==> src/hw/rtl/cartridge_bank_mapper_with_scanline_irq_top_assert.svh <==
// Assertion macros shared by cbm_regs and cbm_outbuf.
// CBM_ASSERT takes a label, clock, active-low reset, property and message; CBM_ASSERT_ALWAYS takes no reset.
`ifndef CARTRIDGE_BANK_MAPPER_WITH_SCANLINE_IRQ_TOP_ASSERT_SVH
`define CARTRIDGE_BANK_MAPPER_WITH_SCANLINE_IRQ_TOP_ASSERT_SVH

`ifndef NO_ASSERTIONS

// Checked property, off while reset is held
`define CBM_ASSERT(lbl, clk, rst_n, prop, msg) \
    lbl: assert property (@(posedge clk) disable iff (!rst_n) prop) else $error(msg);

// Checked property, also during reset
`define CBM_ASSERT_ALWAYS(lbl, clk, prop, msg) \
    lbl: assert property (@(posedge clk) prop) else $error(msg);

`else

`define CBM_ASSERT(lbl, clk, rst_n, prop, msg)
`define CBM_ASSERT_ALWAYS(lbl, clk, prop, msg)

`endif

`endif

==> src/hw/rtl/cbm_pkg.sv <==
package cbm_pkg;

    // Item kinds
    typedef enum logic [1:0] {
        CMD_WRITE     = 2'd0,
        CMD_TICK      = 2'd1,
        CMD_PRG_XLATE = 2'd2,
        CMD_CHR_XLATE = 2'd3
    } cmd_t;

    // Configuration register indexes
    typedef enum logic [0:0] {
        CFG_PRG_MASK = 1'b0,
        CFG_CHR_MASK = 1'b1
    } cfg_idx_t;

    localparam int unsigned CFG_DATA_W  = 8;
    localparam int unsigned PRG_WINDOWS = 3;
    localparam int unsigned CHR_WINDOWS = 8;

    localparam logic [7:0] PRG_MASK_RESET = 8'd31;
    localparam logic [7:0] CHR_MASK_RESET = 8'd255;
    localparam logic [7:0] CNT_MAX        = 8'hFF;

    // CPU write decode addresses
    localparam logic [15:0] ADDR_PRG0   = 16'h8000;
    localparam logic [15:0] ADDR_PRG1_A = 16'h8008;
    localparam logic [15:0] ADDR_PRG1_B = 16'h8010;
    localparam logic [15:0] ADDR_PRG2   = 16'h9000;
    localparam logic [15:0] ADDR_CHR0   = 16'hA000;
    localparam logic [15:0] ADDR_CHR1_A = 16'hA008;
    localparam logic [15:0] ADDR_CHR1_B = 16'hA010;
    localparam logic [15:0] ADDR_CHR2   = 16'hB000;
    localparam logic [15:0] ADDR_CHR3_A = 16'hB008;
    localparam logic [15:0] ADDR_CHR3_B = 16'hB010;
    localparam logic [15:0] ADDR_CHR4   = 16'hC000;
    localparam logic [15:0] ADDR_CHR5_A = 16'hC008;
    localparam logic [15:0] ADDR_CHR5_B = 16'hC010;
    localparam logic [15:0] ADDR_CHR6   = 16'hD000;
    localparam logic [15:0] ADDR_CHR7_A = 16'hD008;
    localparam logic [15:0] ADDR_CHR7_B = 16'hD010;
    localparam logic [15:0] ADDR_MIRROR = 16'hE000;
    localparam logic [15:0] ADDR_LATCH_A = 16'hE008;
    localparam logic [15:0] ADDR_LATCH_B = 16'hE010;
    localparam logic [15:0] ADDR_CTRL   = 16'hF000;
    localparam logic [15:0] ADDR_ACK_A  = 16'hF008;
    localparam logic [15:0] ADDR_ACK_B  = 16'hF010;

    // Program window codes (address bits 14:13)
    typedef enum logic [1:0] {
        PWIN_0    = 2'd0,
        PWIN_1    = 2'd1,
        PWIN_2    = 2'd2,
        PWIN_LAST = 2'd3
    } prg_win_t;

    typedef struct packed {
        cmd_t        cmd;
        logic [15:0] address;
        logic [7:0]  write_data;
    } s_item_t;

    typedef struct packed {
        logic       irq_pulse;
        logic       mapped;
        logic [7:0] bank_number;
        logic [1:0] mirror_mode;
        logic [7:0] irq_count;
    } m_item_t;

endpackage

==> src/hw/rtl/cbm_regs.sv <==
`include "cartridge_bank_mapper_with_scanline_irq_top_assert.svh"

module cbm_regs
    import cbm_pkg::*;
(
    input  logic                  aclk,
    input  logic                  aresetn,
    input  logic                  cfg_we,
    input  cfg_idx_t              cfg_index,
    input  logic [CFG_DATA_W-1:0] cfg_wdata,
    input  logic                  in_fire,
    input  s_item_t               in_item,
    output m_item_t               res
);

    logic [7:0] prg_mask_reg;
    logic [7:0] chr_mask_reg;
    logic [7:0] prg_sel_reg  [PRG_WINDOWS];
    logic [7:0] prg_sel_next [PRG_WINDOWS];
    logic [7:0] chr_sel_reg  [CHR_WINDOWS];
    logic [7:0] chr_sel_next [CHR_WINDOWS];
    logic       prg_third_reg, prg_third_next;
    logic [1:0] mirror_reg, mirror_next;
    logic [7:0] irq_counter_reg, irq_counter_next;
    logic [7:0] irq_latch_reg, irq_latch_next;
    logic       irq_enable_reg, irq_enable_next;
    logic       irq_wait_reg, irq_wait_next;
    logic       pulse;
    logic [7:0] prg_raw;
    logic [7:0] bank;
    logic       mapped;
    prg_win_t   pwin;

    // Configuration registers
    always_ff @(posedge aclk) begin
        if (!aresetn) begin
            prg_mask_reg <= PRG_MASK_RESET;
            chr_mask_reg <= CHR_MASK_RESET;
        end else if (cfg_we) begin
            case (cfg_index)
                CFG_PRG_MASK: prg_mask_reg <= cfg_wdata;
                CFG_CHR_MASK: chr_mask_reg <= cfg_wdata;
                default: ;
            endcase
        end
    end

    // Write decode and scanline counter
    always_comb begin
        prg_sel_next     = prg_sel_reg;
        chr_sel_next     = chr_sel_reg;
        prg_third_next   = prg_third_reg;
        mirror_next      = mirror_reg;
        irq_counter_next = irq_counter_reg;
        irq_latch_next   = irq_latch_reg;
        irq_enable_next  = irq_enable_reg;
        irq_wait_next    = irq_wait_reg;
        pulse            = 1'b0;
        case (in_item.cmd)
            CMD_WRITE: begin
                case (in_item.address)
                    ADDR_PRG0: prg_sel_next[0] = in_item.write_data;
                    ADDR_PRG1_A, ADDR_PRG1_B: prg_sel_next[1] = in_item.write_data;
                    ADDR_PRG2: begin
                        prg_sel_next[2] = in_item.write_data;
                        prg_third_next  = 1'b1;
                    end
                    ADDR_CHR0: chr_sel_next[0] = in_item.write_data;
                    ADDR_CHR1_A, ADDR_CHR1_B: chr_sel_next[1] = in_item.write_data;
                    ADDR_CHR2: chr_sel_next[2] = in_item.write_data;
                    ADDR_CHR3_A, ADDR_CHR3_B: chr_sel_next[3] = in_item.write_data;
                    ADDR_CHR4: chr_sel_next[4] = in_item.write_data;
                    ADDR_CHR5_A, ADDR_CHR5_B: chr_sel_next[5] = in_item.write_data;
                    ADDR_CHR6: chr_sel_next[6] = in_item.write_data;
                    ADDR_CHR7_A, ADDR_CHR7_B: chr_sel_next[7] = in_item.write_data;
                    ADDR_MIRROR: mirror_next = in_item.write_data[1:0];
                    ADDR_LATCH_A, ADDR_LATCH_B: irq_latch_next = in_item.write_data;
                    ADDR_CTRL: begin
                        irq_wait_next   = in_item.write_data[0];
                        irq_enable_next = in_item.write_data[1];
                        if (in_item.write_data[1]) begin
                            irq_counter_next = irq_latch_reg;
                        end
                    end
                    ADDR_ACK_A, ADDR_ACK_B: irq_enable_next = irq_wait_reg;
                    default: ;
                endcase
            end
            CMD_TICK: begin
                if (irq_enable_reg) begin
                    if (irq_counter_reg == CNT_MAX) begin
                        irq_counter_next = irq_latch_reg;
                        pulse            = 1'b1;
                    end else begin
                        irq_counter_next = irq_counter_reg + 8'd1;
                    end
                end
            end
            default: ;
        endcase
    end

    // Program bank lookup; last window always shows the mask itself
    assign pwin = prg_win_t'(in_item.address[14:13]);

    always_comb begin
        case (pwin)
            PWIN_0:    prg_raw = prg_sel_reg[0];
            PWIN_1:    prg_raw = prg_sel_reg[1];
            PWIN_2:    prg_raw = prg_third_reg ? prg_sel_reg[2] : prg_mask_reg - 8'd1;
            PWIN_LAST: prg_raw = prg_mask_reg;
            default:   prg_raw = prg_mask_reg;
        endcase
    end

    // Translate result
    always_comb begin
        bank   = 8'd0;
        mapped = 1'b0;
        case (in_item.cmd)
            CMD_PRG_XLATE: begin
                if (in_item.address[15]) begin
                    bank   = prg_raw & prg_mask_reg;
                    mapped = 1'b1;
                end
            end
            CMD_CHR_XLATE: begin
                if (in_item.address[15:13] == 3'd0) begin
                    bank   = chr_sel_reg[in_item.address[12:10]] & chr_mask_reg;
                    mapped = 1'b1;
                end
            end
            default: ;
        endcase
    end

    assign res.irq_pulse   = pulse;
    assign res.mapped      = mapped;
    assign res.bank_number = bank;
    assign res.mirror_mode = mirror_next;
    assign res.irq_count   = irq_counter_next;

    // Mapper state, updated on each accepted transfer
    always_ff @(posedge aclk) begin
        if (!aresetn) begin
            prg_sel_reg[0]  <= 8'd0;
            prg_sel_reg[1]  <= 8'd1;
            prg_sel_reg[2]  <= 8'd0;
            for (int i = 0; i < CHR_WINDOWS; i++) begin
                chr_sel_reg[i] <= 8'(i);
            end
            prg_third_reg   <= 1'b0;
            mirror_reg      <= 2'd0;
            irq_counter_reg <= 8'd0;
            irq_latch_reg   <= 8'd0;
            irq_enable_reg  <= 1'b0;
            irq_wait_reg    <= 1'b0;
        end else if (in_fire) begin
            prg_sel_reg     <= prg_sel_next;
            chr_sel_reg     <= chr_sel_next;
            prg_third_reg   <= prg_third_next;
            mirror_reg      <= mirror_next;
            irq_counter_reg <= irq_counter_next;
            irq_latch_reg   <= irq_latch_next;
            irq_enable_reg  <= irq_enable_next;
            irq_wait_reg    <= irq_wait_next;
        end
    end

    `CBM_ASSERT(a_tick_off_holds, aclk, aresetn, in_fire && in_item.cmd == CMD_TICK && !irq_enable_reg |=> $stable(irq_counter_reg), "counter moved while disabled")
    `CBM_ASSERT(a_pulse_reload, aclk, aresetn, in_fire && res.irq_pulse |=> irq_counter_reg == $past(irq_latch_reg), "overflow did not reload from latch")
    `CBM_ASSERT(a_pulse_on_tick, aclk, aresetn, res.irq_pulse |-> in_item.cmd == CMD_TICK, "pulse on a non-tick item")

endmodule

==> src/hw/rtl/cbm_outbuf.sv <==
`include "cartridge_bank_mapper_with_scanline_irq_top_assert.svh"

module cbm_outbuf
    import cbm_pkg::*;
(
    input  logic    aclk,
    input  logic    aresetn,
    input  logic    in_valid,
    output logic    in_ready,
    input  m_item_t in_data,
    output logic    m_valid,
    input  logic    m_ready,
    output m_item_t m_data
);

    logic    out_valid_reg, out_valid_next;
    logic    skid_valid_reg, skid_valid_next;
    m_item_t out_data_reg, out_data_next;
    m_item_t skid_data_reg, skid_data_next;
    logic    in_fire;

    // Input side stalls only when the skid entry is full
    assign in_ready = !skid_valid_reg;
    assign in_fire  = in_valid && in_ready;

    // Output register with one skid entry behind it
    always_comb begin
        out_valid_next  = out_valid_reg;
        out_data_next   = out_data_reg;
        skid_valid_next = skid_valid_reg;
        skid_data_next  = skid_data_reg;
        if (!out_valid_reg || m_ready) begin
            if (skid_valid_reg) begin
                out_valid_next  = 1'b1;
                out_data_next   = skid_data_reg;
                skid_valid_next = 1'b0;
            end else begin
                out_valid_next = in_fire;
                out_data_next  = in_data;
            end
        end else if (in_fire) begin
            skid_valid_next = 1'b1;
            skid_data_next  = in_data;
        end
    end

    always_ff @(posedge aclk) begin
        if (!aresetn) begin
            out_valid_reg  <= 1'b0;
            skid_valid_reg <= 1'b0;
        end else begin
            out_valid_reg  <= out_valid_next;
            skid_valid_reg <= skid_valid_next;
        end
    end

    // Payload, no reset needed
    always_ff @(posedge aclk) begin
        out_data_reg  <= out_data_next;
        skid_data_reg <= skid_data_next;
    end

    assign m_valid = out_valid_reg;
    assign m_data  = out_data_reg;

    `CBM_ASSERT(a_skid_behind_out, aclk, aresetn, !skid_valid_reg || out_valid_reg, "skid full with output empty")
    `CBM_ASSERT(a_stall_fills_skid, aclk, aresetn, out_valid_reg && !m_ready && in_fire |=> skid_valid_reg, "stalled transfer lost")
    `CBM_ASSERT(a_skid_drains, aclk, aresetn, skid_valid_reg && m_ready |=> out_valid_reg && !skid_valid_reg, "skid entry did not move up")

endmodule

==> src/hw/rtl/cartridge_bank_mapper_with_scanline_irq_top.sv <==
// Cartridge bank mapper with a scanline interrupt counter. Every transfer on
// the s_ channel (CPU write, scanline tick, program or pattern translate)
// yields exactly one result on the m_ channel, at the earliest in the cycle
// after it is taken; the block takes one transfer per clock while s_ready is
// high, set by the single decode and 8-bit increment stage in front of the
// result register. A two-entry buffer (result register plus skid entry) keeps
// s_ready high until two results are waiting. The user must write bank masks
// through the cfg_ port only while no transfer is in flight; the block does not enforce it.
module cartridge_bank_mapper_with_scanline_irq_top
    import cbm_pkg::*;
(
    input  logic                  aclk,
    input  logic                  aresetn,
    input  logic                  cfg_we,
    input  cfg_idx_t              cfg_index,
    input  logic [CFG_DATA_W-1:0] cfg_wdata,
    input  logic                  s_valid,
    output logic                  s_ready,
    input  s_item_t               s_data,
    output logic                  m_valid,
    input  logic                  m_ready,
    output m_item_t               m_data
);

    logic    s_fire;
    m_item_t res;

    assign s_fire = s_valid && s_ready;

    // Decode, state and translate
    cbm_regs u_regs (
        .aclk      (aclk),
        .aresetn   (aresetn),
        .cfg_we    (cfg_we),
        .cfg_index (cfg_index),
        .cfg_wdata (cfg_wdata),
        .in_fire   (s_fire),
        .in_item   (s_data),
        .res       (res)
    );

    // Result register and skid
    cbm_outbuf u_outbuf (
        .aclk     (aclk),
        .aresetn  (aresetn),
        .in_valid (s_valid),
        .in_ready (s_ready),
        .in_data  (res),
        .m_valid  (m_valid),
        .m_ready  (m_ready),
        .m_data   (m_data)
    );

endmodule

==> config.mk <==
export PLATFORM = sky130hd
export DESIGN_NAME = cartridge_bank_mapper_with_scanline_irq_top
export DESIGN_NICKNAME = d
export VERILOG_FILES = /design/src/hw/rtl/cbm_pkg.sv /design/src/hw/rtl/cbm_regs.sv /design/src/hw/rtl/cbm_outbuf.sv /design/src/hw/rtl/cartridge_bank_mapper_with_scanline_irq_top.sv
export VERILOG_INCLUDE_DIRS = /design/src /design/src/hw/rtl
export SDC_FILE = /design/constraint.sdc
export NUM_CORES = 1
export LEC_CHECK = 0
export CAP_MARGIN = 10
export CORE_UTILIZATION = 68
export DETAILED_ROUTE_END_ITERATION = 10
export DONT_BUFFER_PORTS = 1
export PLACE_DENSITY = 0.88
export SETUP_SLACK_MARGIN = 0.3
export SLEW_MARGIN = 20
export SYNTH_ARGS = -nofsm -noshare
export SYNTH_HDL_FRONTEND = slang
export SYNTH_SLANG_ARGS = --single-unit
export TNS_END_PERCENT = 100
==> constraint.sdc <==
create_clock -name aclk -period 6.8 [get_ports aclk]
set_clock_uncertainty 0.05 [all_clocks]
set_input_delay 0 -clock aclk [delete_from_list [all_inputs] [get_ports aclk]]
set_output_delay 0 -clock aclk [all_outputs]
set_load 0.1 [all_outputs]
Word-level counts from Yosys, hierarchy flattened

Index checks and enable logic that the tools add are counted.

Multiply operators: 0
Add/sub/neg operators: 2
Reductions and logical operators: 33
Bitwise logic cells: 6
Shifts and indexed selects: 0
Magnitude comparators: 1
Eq/ne operators: 29
Muxes and demuxes: 24
Div/mod/pow operators: 0

Operators by type and width:

| operator             | number |
|---|---|
| $eq 16x16->1 const B | 22 |
| $mux 8               | 9 |
| $reduce_and 3->1     | 14 |
| $pmux 8 s2           | 2 |
| $pmux 8 s4           | 1 |
| $bmux 8 s3           | 1 |
| $mux 20              | 1 |
| $and 8x8->8          | 2 |
| $reduce_or 2->1      | 8 |
| $add 8x1->8 const B  | 1 |
| $eq 2x2->1 const B   | 4 |
| $eq 8x8->1 const B   | 1 |
| $sub 8x1->8 const B  | 1 |
| $mux 1               | 6 |
| $reduce_and 2->1     | 3 |
| $eq 2x1->1 const B   | 2 |
| $ge 4x4->1 const B   | 1 |
| $logic_not 2->1      | 2 |
| $mux 2               | 2 |
| $not 3->4            | 1 |
| $pmux 1 s2           | 2 |
| $logic_not 3->1      | 1 |
| $not 1->1            | 3 |
| $logic_not 1->1      | 2 |
| other kinds (3)      | 3 |

RAM bits: 0
Flip-flop bits (word level): 167
Memory bits (read-only): 0
Bits in latches: 0
Memories: 0
Logic and storage cells: 126

Depth between registers and ports, before layout

Gate-level depths: netlist of the first run.

Depth after elaboration: 8
Mapped depth: 8
Gate-level depth less buffers: 7

Modules after synthesis

A second synthesis of the first run with hierarchy kept.

Cells, all modules: 776
Area, all modules: 7,802.5 µm²

By module, submodules not included:

| module                                      | times used | area each (µm²) | cells an instance |
|---|---|---|---|
| cbm_regs                                    | 1          | 6,263.5         | 705 |
| cbm_outbuf                                  | 1          | 1,532.7         | 70 |
| cartridge_bank_mapper_with_scanline_irq_top | 1          | 6.3             | 1 |

Least setup slack after synthesis of the first run

Ideal clock, no wire load.

Path type: reg-to-reg
Start point: register u_outbuf.out_valid_reg (netlist: u_outbuf.m_valid)
End point: register u_outbuf.skid_data_reg[0] (netlist name) (enable)
Setup slack: 3,687 ps
Stages on the path, launching flop included: 3
Setup time: 397 ps
Data arrival time: 2,667 ps
Clock period less this slack: 3,113 ps
Cells stage by stage: dfxtp_1 -> nand2b_1 -> nor2_1

Cells in the longest elaborated chain, start to end: 4

Ends and longest elaborated chain:

| what                              | RTL line         | source |
|---|---|---|
| start: declaration                | cbm_outbuf.sv:16 | `logic out_valid_reg, out_valid_next;` |
| start signal: assignment          | cbm_outbuf.sv:52 | `out_valid_reg <= out_valid_next;` |
| $logic_not 1->1                   | cbm_outbuf.sv:32 | `if (!out_valid_reg \|\| m_ready) begin` |
| $logic_or 1x1->1                  | cbm_outbuf.sv:32 |  |
| $not 1->1 (no source line)        | --               |  |
| $reduce_and 2->1 (no source line) | --               |  |
| end signal: assignment            | cbm_outbuf.sv:60 | `skid_data_reg <= skid_data_next;` |
| end: declaration                  | cbm_outbuf.sv:19 | `m_item_t skid_data_reg, skid_data_next;` |

No other way between the ends.
A chain may end at the register's enable or synchronous reset.

Worst setup path after layout of the first run

Start point: register u_outbuf.skid_valid_reg
End point: register u_regs.chr_sel_reg[0] (netlist name)

Cells in the longest elaborated chain, start to end: 3

Ends and longest elaborated chain:

| what                              | RTL line                                          | source |
|---|---|---|
| start: declaration                | cbm_outbuf.sv:17                                  | `logic skid_valid_reg, skid_valid_next;` |
| start signal: assignment          | cbm_outbuf.sv:53                                  | `skid_valid_reg <= skid_valid_next;` |
| $logic_not 1->1                   | cbm_outbuf.sv:23                                  | `assign in_ready = !skid_valid_reg;` |
| $logic_and 1x1->1                 | cartridge_bank_mapper_with_scanline_irq_top.sv:28 | `assign s_fire = s_valid && s_ready;` |
| $reduce_and 3->1 (no source line) | --                                                |  |
| end signal: indexed assignment    | cbm_regs.sv:150                                   | `chr_sel_reg[i] <= 8'(i);` |
| end signal: assignment            | cbm_regs.sv:160                                   | `chr_sel_reg <= chr_sel_next;` |
| end: declaration                  | cbm_regs.sv:20                                    | `logic [7:0] chr_sel_reg [CHR_WINDOWS];` |

No other way between the ends.

==> results of run 1 <==
==> what timing repair did <==
action | CTS | global route
endpoints found under the setup margin | 0 | 0
endpoints found under the hold margin | 146 | 0
hold buffers | 53 | 0
==> final cells by class <==
class                           instances  area, µm²
Clock inverter                          6      40.04
Multi-Input combinational cell        546       3694
Sequential cell                       167       3744
Fill cell                             620       2206
Tap cell                              140      175.2
Inverter                               12      45.04
Clock buffer                           26      509.2
Timing Repair Buffer                   56      570.5
==> routing by layer <==
metal / part of all wire / up-vias / track usage
met5: 0 / - / 0
met4: 0.059 / 0 / 0.2394
met3: 0.12 / 160 / 0.1309
met2: 0.46 / 582 / 0.6496
met1: 0.36 / 3223 / 0.4906
li1: - / 2945 / -
==> how the worst max path moves through the flow <==
stage,from,endpoint,slack (ns),cells past startpoint
6_report,u_outbuf.skid_valid_reg,u_regs.chr_sel_reg[0],3.93,7
5_1_grt,u_outbuf.m_valid,u_outbuf.skid_data_reg[3],3.85,3
4_1_cts,u_outbuf.m_valid,u_outbuf.skid_data_reg[15],4.08,3
3_5_place_dp,u_outbuf.m_valid,u_outbuf.skid_data_reg[16],4.09,3
3_3_place_gp,u_outbuf.m_valid,u_outbuf.skid_data_reg[13],4.17,3
2_1_floorplan,u_outbuf.m_valid,u_outbuf.skid_data_reg[0],3.69,2
==> power by group through the flow <==
stage | clock, mW | combinational (mW) | sequential, mW
finish | 0.916 | 0.137 | 1.13
global route | 0.958 | 0.142 | 1.13
CTS | 0.901 | 0.127 | 1.12
detailed placement | 0 | 0.0817 | 1.15
global placement | 0 | 0.0775 | 1.14
floorplan | 0 | 0.0878 | 1.14
==> cell usage in the layout (no fill, tap or decap), types with 3 or more instances in the layout <==
cell type	instances
inv_4	3
nand3b_1	4
edfxtp_1	40
clkbuf_8	5
mux2_2	27
o22ai_1	4
nand2b_1	6
mux4_2	3
nor4_2	3
dfxtp_1	127
a221o_1	3
o221a_2	3
clkbuf_1	4
a31oi_1	8
mux2i_1	24
nand3_1	92
and3_1	7
o31a_1	3
buf_4	3
nor2_1	26
nor3b_1	4
nor4_4	3
nand2_1	99
or3_1	3
a31o_1	4
clkbuf_16	17
inv_1	11
o21ai_0	80
a211oi_1	3
mux4_1	13
o2111ai_1	6
nor2b_1	9
dlygate4sd3_1	52
a21oi_1	21
or2_2	3
nand4_1	13
nor3_1	12
o32ai_1	3
o211ai_1	13
==> metrics by stage <==
stage	std cells	total power [mW]	hold slack [ns]
6_report	953	2.180	0.02074
5_1_grt	953	2.229	0.007926
4_1_cts	953	2.153	0.001144
3_5_place_dp	868	1.227	0.03573
3_3_place_gp	868	1.221	0.03349
2_1_floorplan	784	1.227	0.07098
==> cells by family after synthesis <==
kind of cell	count (synthesis)	share of synthesized area
buffers and inverters	71	0.04299
AO/OA/AOI/OAI	173	0.1415
multiplexers	68	0.1246
adder cells (fa/ha/maj)	2	0.003220
XOR/XNOR	3	0.003382
flip-flops	167	0.4817
AND/OR/NAND/NOR	300	0.2025
==> impl_metrics.toml, run 1 <==
[worst_setup_path]
cp-end-kind = "flop"
crit_type = "flop to flop"
r2r_cells = 7
cp_data_required_time_ns = 7.06
crit_arrival_ns = 3.13
reg2reg_slack_ns = 3.93
cp_slowest_cell = "dlygate4sd3_1"
rr_endpoint = "u_regs.chr_sel_reg[0]"
cpPeakStageDelay_ns = 0.59
cp_max_fo = 15
critPathBufInv = 2
crit_chain = "nor2b_1, buf_4, and3_1, nand3_1, mux2i_1, nand2_1, dlygate4sd3_1"
startpoint_type = "flop"
path_delay_family = "simple AND/OR/NAND/NOR gates"
r2r-start = "u_outbuf.skid_valid_reg"

[logic_synthesis]
yosysTopAreaCellShare = 0.3272
async_reset_ff_frac = 0
ys_top_cells_by_area = "dfxtp_1 (33%), edfxtp_1 (15%), nand3_1 (5.9%)"
synth_most_common_cell = "dfxtp_1"
syn_nets = 826
postSynthAreaPerCell_um2 = 9.912
yosysWarnings = 0
yosys.area.top_type = "dfxtp_1"
synth_cell_type_count = 71
synth-edff-count = 40
synth_commonest_cells = "dfxtp_1 (127), nand2_1 (99), nand3_1 (92)"
synthFlopType = "dfxtp_1"
ys_seq_area_frac = 0.4817
ys_seq_elements = 167
synth_cells = 784
syn-cell-area_um2 = 7771

[finish]
nets = 842
largest_reg_flops = 64
final_cell_area_um2 = 8777
diodes = 0
drive_gt1_frac = 0.1082
post-route-util = 0.7992
synthToLayoutAreaGrowth_pct = 12.94

[power]
p_leak_nw = 3.204
pwr-share-clk = 0.420
power_per_cell_area_nw_per_um2 = 248.4
irDropWorstVdd_v = 0.0002800
internal_power_mw = 1.608
swShare = 0.2626
combPwrFrac = 0.063
power.switching_mw = 0.5723
seq_power_share = 0.517

[place]
place_ws_ns = 4.092
placed_area_um2 = 7680
port_buffers = 0
post-dp-hpwl_um = 13150
gp_congestion = 0.9621

[floorplanning]
io_pins = 62
fp.dieH_um = 108.9
rows = 38
die_width_um = 108.9
die-area_um2 = 11860
core_area_um2 = 10980
initial_core_util = 0.7076

[timing]
worstMarginPinSlew_ns = 1.080
period_needed_ns = 2.870
setup_violations = 0
relSlewSlack = 0.2791
fin_ws_ns = 3.930
setup_tns_ns = 0
fmax_mhz = 348.5
rsz0062_at_grt = "no"
finalCritPeriodShare = 0.4220
maxSlewViolCount = 0
hold_viol_final = 0

[routing]
drc_errors = 0
dr.pass1.iters = 6
wl_um = 23170
via_per_inst = 7.251
post_drt_wl_per_cell_um = 24.31
ant_nets = 0
vias = 6910
dr.first_iter.drc_count = 1168

[cts]
cts_root_buf = "clkbuf_16"
cts_setup_buffers = 0
clock_path_buffers = 2
cts_made_buffers = 17
clock_latency_ns = 0.44
clk_pin_slew_ns = 0.07
cts_sinks = 167
cts_tree = "built"
cts_resized = 0
cts_max_level = 4

[hold_path]
min-delay-path-class = "input port to flop"
hold_depth = 2
hp-start = "s_data[20]"
worstHoldEndpoint = "u_outbuf.skid_data_reg[12]"

[grt]
grt_max_degree = 139
grt_pass1_vias = 6701
gr-total-overflow = 0
track_usage = 0.4109
grt_pass1_wl_um = 35980
grt_antenna_before_repair = 0

[outcome]
outcome = "completed"

[flow_run]
drv_cap = 0
No activity file was read; power rests on OpenSTA's default activity.
==> inputs of run 2 (changes only) <==
Settings changed: CORE_UTILIZATION 68 to 57, PLACE_DENSITY 0.88 to 0.79.
Clock period 6.8 ns to 2.5 ns, I/O delays scaled along.
==> run 2 against run 1 <==
Worst setup slack worse by 3.6 ns. Largest power group unchanged. Critical path type is now input port to flop. Cell count is 5.4% higher. Design area rose by 3.1%. Clock-buffer cell count is 5 lower. Critical endpoint is now u_outbuf.m_data[2]. Routed wire length down 5.4%. Flip-flop and latch count unchanged. Total power grew to 2.8 times the previous value. Core utilization is 12 points lower.
==> impl_metrics.toml, run 2 (synthesis results as in run 1) <==
[cts]
cts_sinks = 167
clk_pin_slew_ns = 0.07
cts_tree = "built"
cts_root_buf = "clkbuf_16"
clock_path_buffers = 2
cts_made_buffers = 17
cts_setup_buffers = 0
cts_max_level = 4
clock_latency_ns = 0.44

[place]
post-dp-hpwl_um = 13620
placed_cells = 917
gp_congestion = 0.9275
port_buffers = 0

[routing]
post_drt_wl_per_cell_um = 21.84
wl_um = 21920
via_per_inst = 6.549
dr.first_iter.drc_count = 791
dr.pass1.iters = 5
vias = 6575
drc_errors = 0
ant_nets = 0

[finish]
most-common-layout-cells = "dfxtp_1 (122), nand2_1 (99), nand3_1 (92), o21ai_0 (80), dlygate4sd3_1 (52)"
synthToLayoutAreaGrowth_pct = 16.39
post-route-util = 0.6803
final_common_cell = "dfxtp_1"
final.fill_count = 970
largest_reg_flops = 64
drive_gt1_frac = 0.1341
nets = 857
diodes = 0
finalNonFillerCells = 1004

[timing]
setup_tns_ns = 0
maxSlewViolCount = 0
fmax_mhz = 465.0
setup_violations = 0
worstMarginPinSlew_ns = 1.122
relSlewSlack = 0.2514
hold_viol_final = 0
period_needed_ns = 2.150
rsz0062_at_grt = "no"
finalCritPeriodShare = 0.8602

[power]
power_per_cell_area_nw_per_um2 = 686.7
irDropWorstVdd_v = 0.0005300
p_leak_nw = 3.327

[outcome]
outcome = "completed"

[grt]
grt_max_degree = 115
track_usage = 0.3172
grt_pass1_vias = 6381
grt_pass1_wl_um = 33970
grt_antenna_before_repair = 0
gr-total-overflow = 0

[floorplanning]
die_width_um = 118.8
fp.dieH_um = 118.8
initial_core_util = 0.5845
die-area_um2 = 14110
rows = 42
io_pins = 62
core_area_um2 = 13300

[worst_setup_path]
crit_arrival_ns = 2.29
crit_type = "input port to flop"
cp_data_required_time_ns = 2.63
startpoint_type = "input port"
cp_max_fo = 12
cp-end-kind = "flop"
reg2reg_slack_ns = 0.37

[hold_path]
min-delay-path-class = "input port to flop"

[flow_run]
drv_cap = 0
==> run 2: changes by cell type in the layout (fill, tap and decap cells not counted), moves of 2 or more <==
cell / delta
dlymetal6s4s_1: +2
bufinv_16: +2
clkbuf_8: -5
inv_6: +5
inv_4: -3
inv_8: +3
buf_4: +13
clkbuf_1: -2
dfxtp_1: -5
clkbuf_16: +2
dfxtp_2: +5
==> run 2: timing repair <==
item                       4_1_cts  5_1_grt
hold endpoints to repair       163        0
cloned                           0        0
gates resized for setup          3        5
setup endpoints to repair        1        9
pin swaps                        0        0
hold buffers                    55        0
==> run 2: through the flow <==
stage / power [mW] / cell area, µm² / setup WS, ns / hold slack (ns)
finish: 6.211 / 9045 / 0.3496 / 0.006814
global route: 6.349 / 9045 / 0.3032 / 0.01625
CTS: 6.194 / 9036 / 0.3112 / 0.0004419
detailed placement: 3.345 / 7834 / 0.2251 / 0.04425
global placement: 3.335 / 7834 / 0.2915 / 0.04071
floorplan: 3.336 / 7782 / 0.3972 / 0.07098
==> run 2: cell type report <==
| class | count | area [µm²] | area share |
|---|---|---|---|
| Sequential cell | 167 | 3750 | 0.4146 |
| Multi-Input combinational cell | 546 | 3707 | 0.4099 |
| Inverter | 12 | 45.04 | 0.004980 |
| Timing Repair Buffer | 71 | 693.2 | 0.07664 |
| Tap cell | 176 | 220.2 | 0.02435 |
| Clock buffer | 21 | 483.0 | 0.05340 |
| Clock inverter | 11 | 146.4 | 0.01618 |
==> run 2: layer usage <==
metal	vias to the layer above	routed length, µm	track usage
li1	2984	-	-
met1	3158	8754	0.4063
met2	369	10570	0.5128
met3	64	1798	0.05840
met4	0	798	0.1614
met5	-	0	0
==> run 2: final timing paths <==
path,startpoint,endpoint,cells after the start
setup reg to reg,u_regs.prg_third_reg,u_outbuf.m_data[17],5
hold reg to reg,u_regs.chr_sel_reg[35],u_regs.chr_sel_reg[35],2
setup / recovery,s_data[21],u_outbuf.m_data[2],6
hold / removal,s_data[20],u_regs.chr_sel_reg[60],4
==> run 2: where the power goes <==
group | internal [mW] | switching [mW]
registers | 2.82 | 0.224
clock network | 1.63 | 1.17
logic | 0.145 | 0.217
==> run 2: critical path, cell delays in order <==
cell and delay [ns]:
dlygate4sd3_1 0.71, and3_1 0.34, nand4_1 0.20, o31a_1 0.37, a221o_1 0.37, mux2_2 0.29
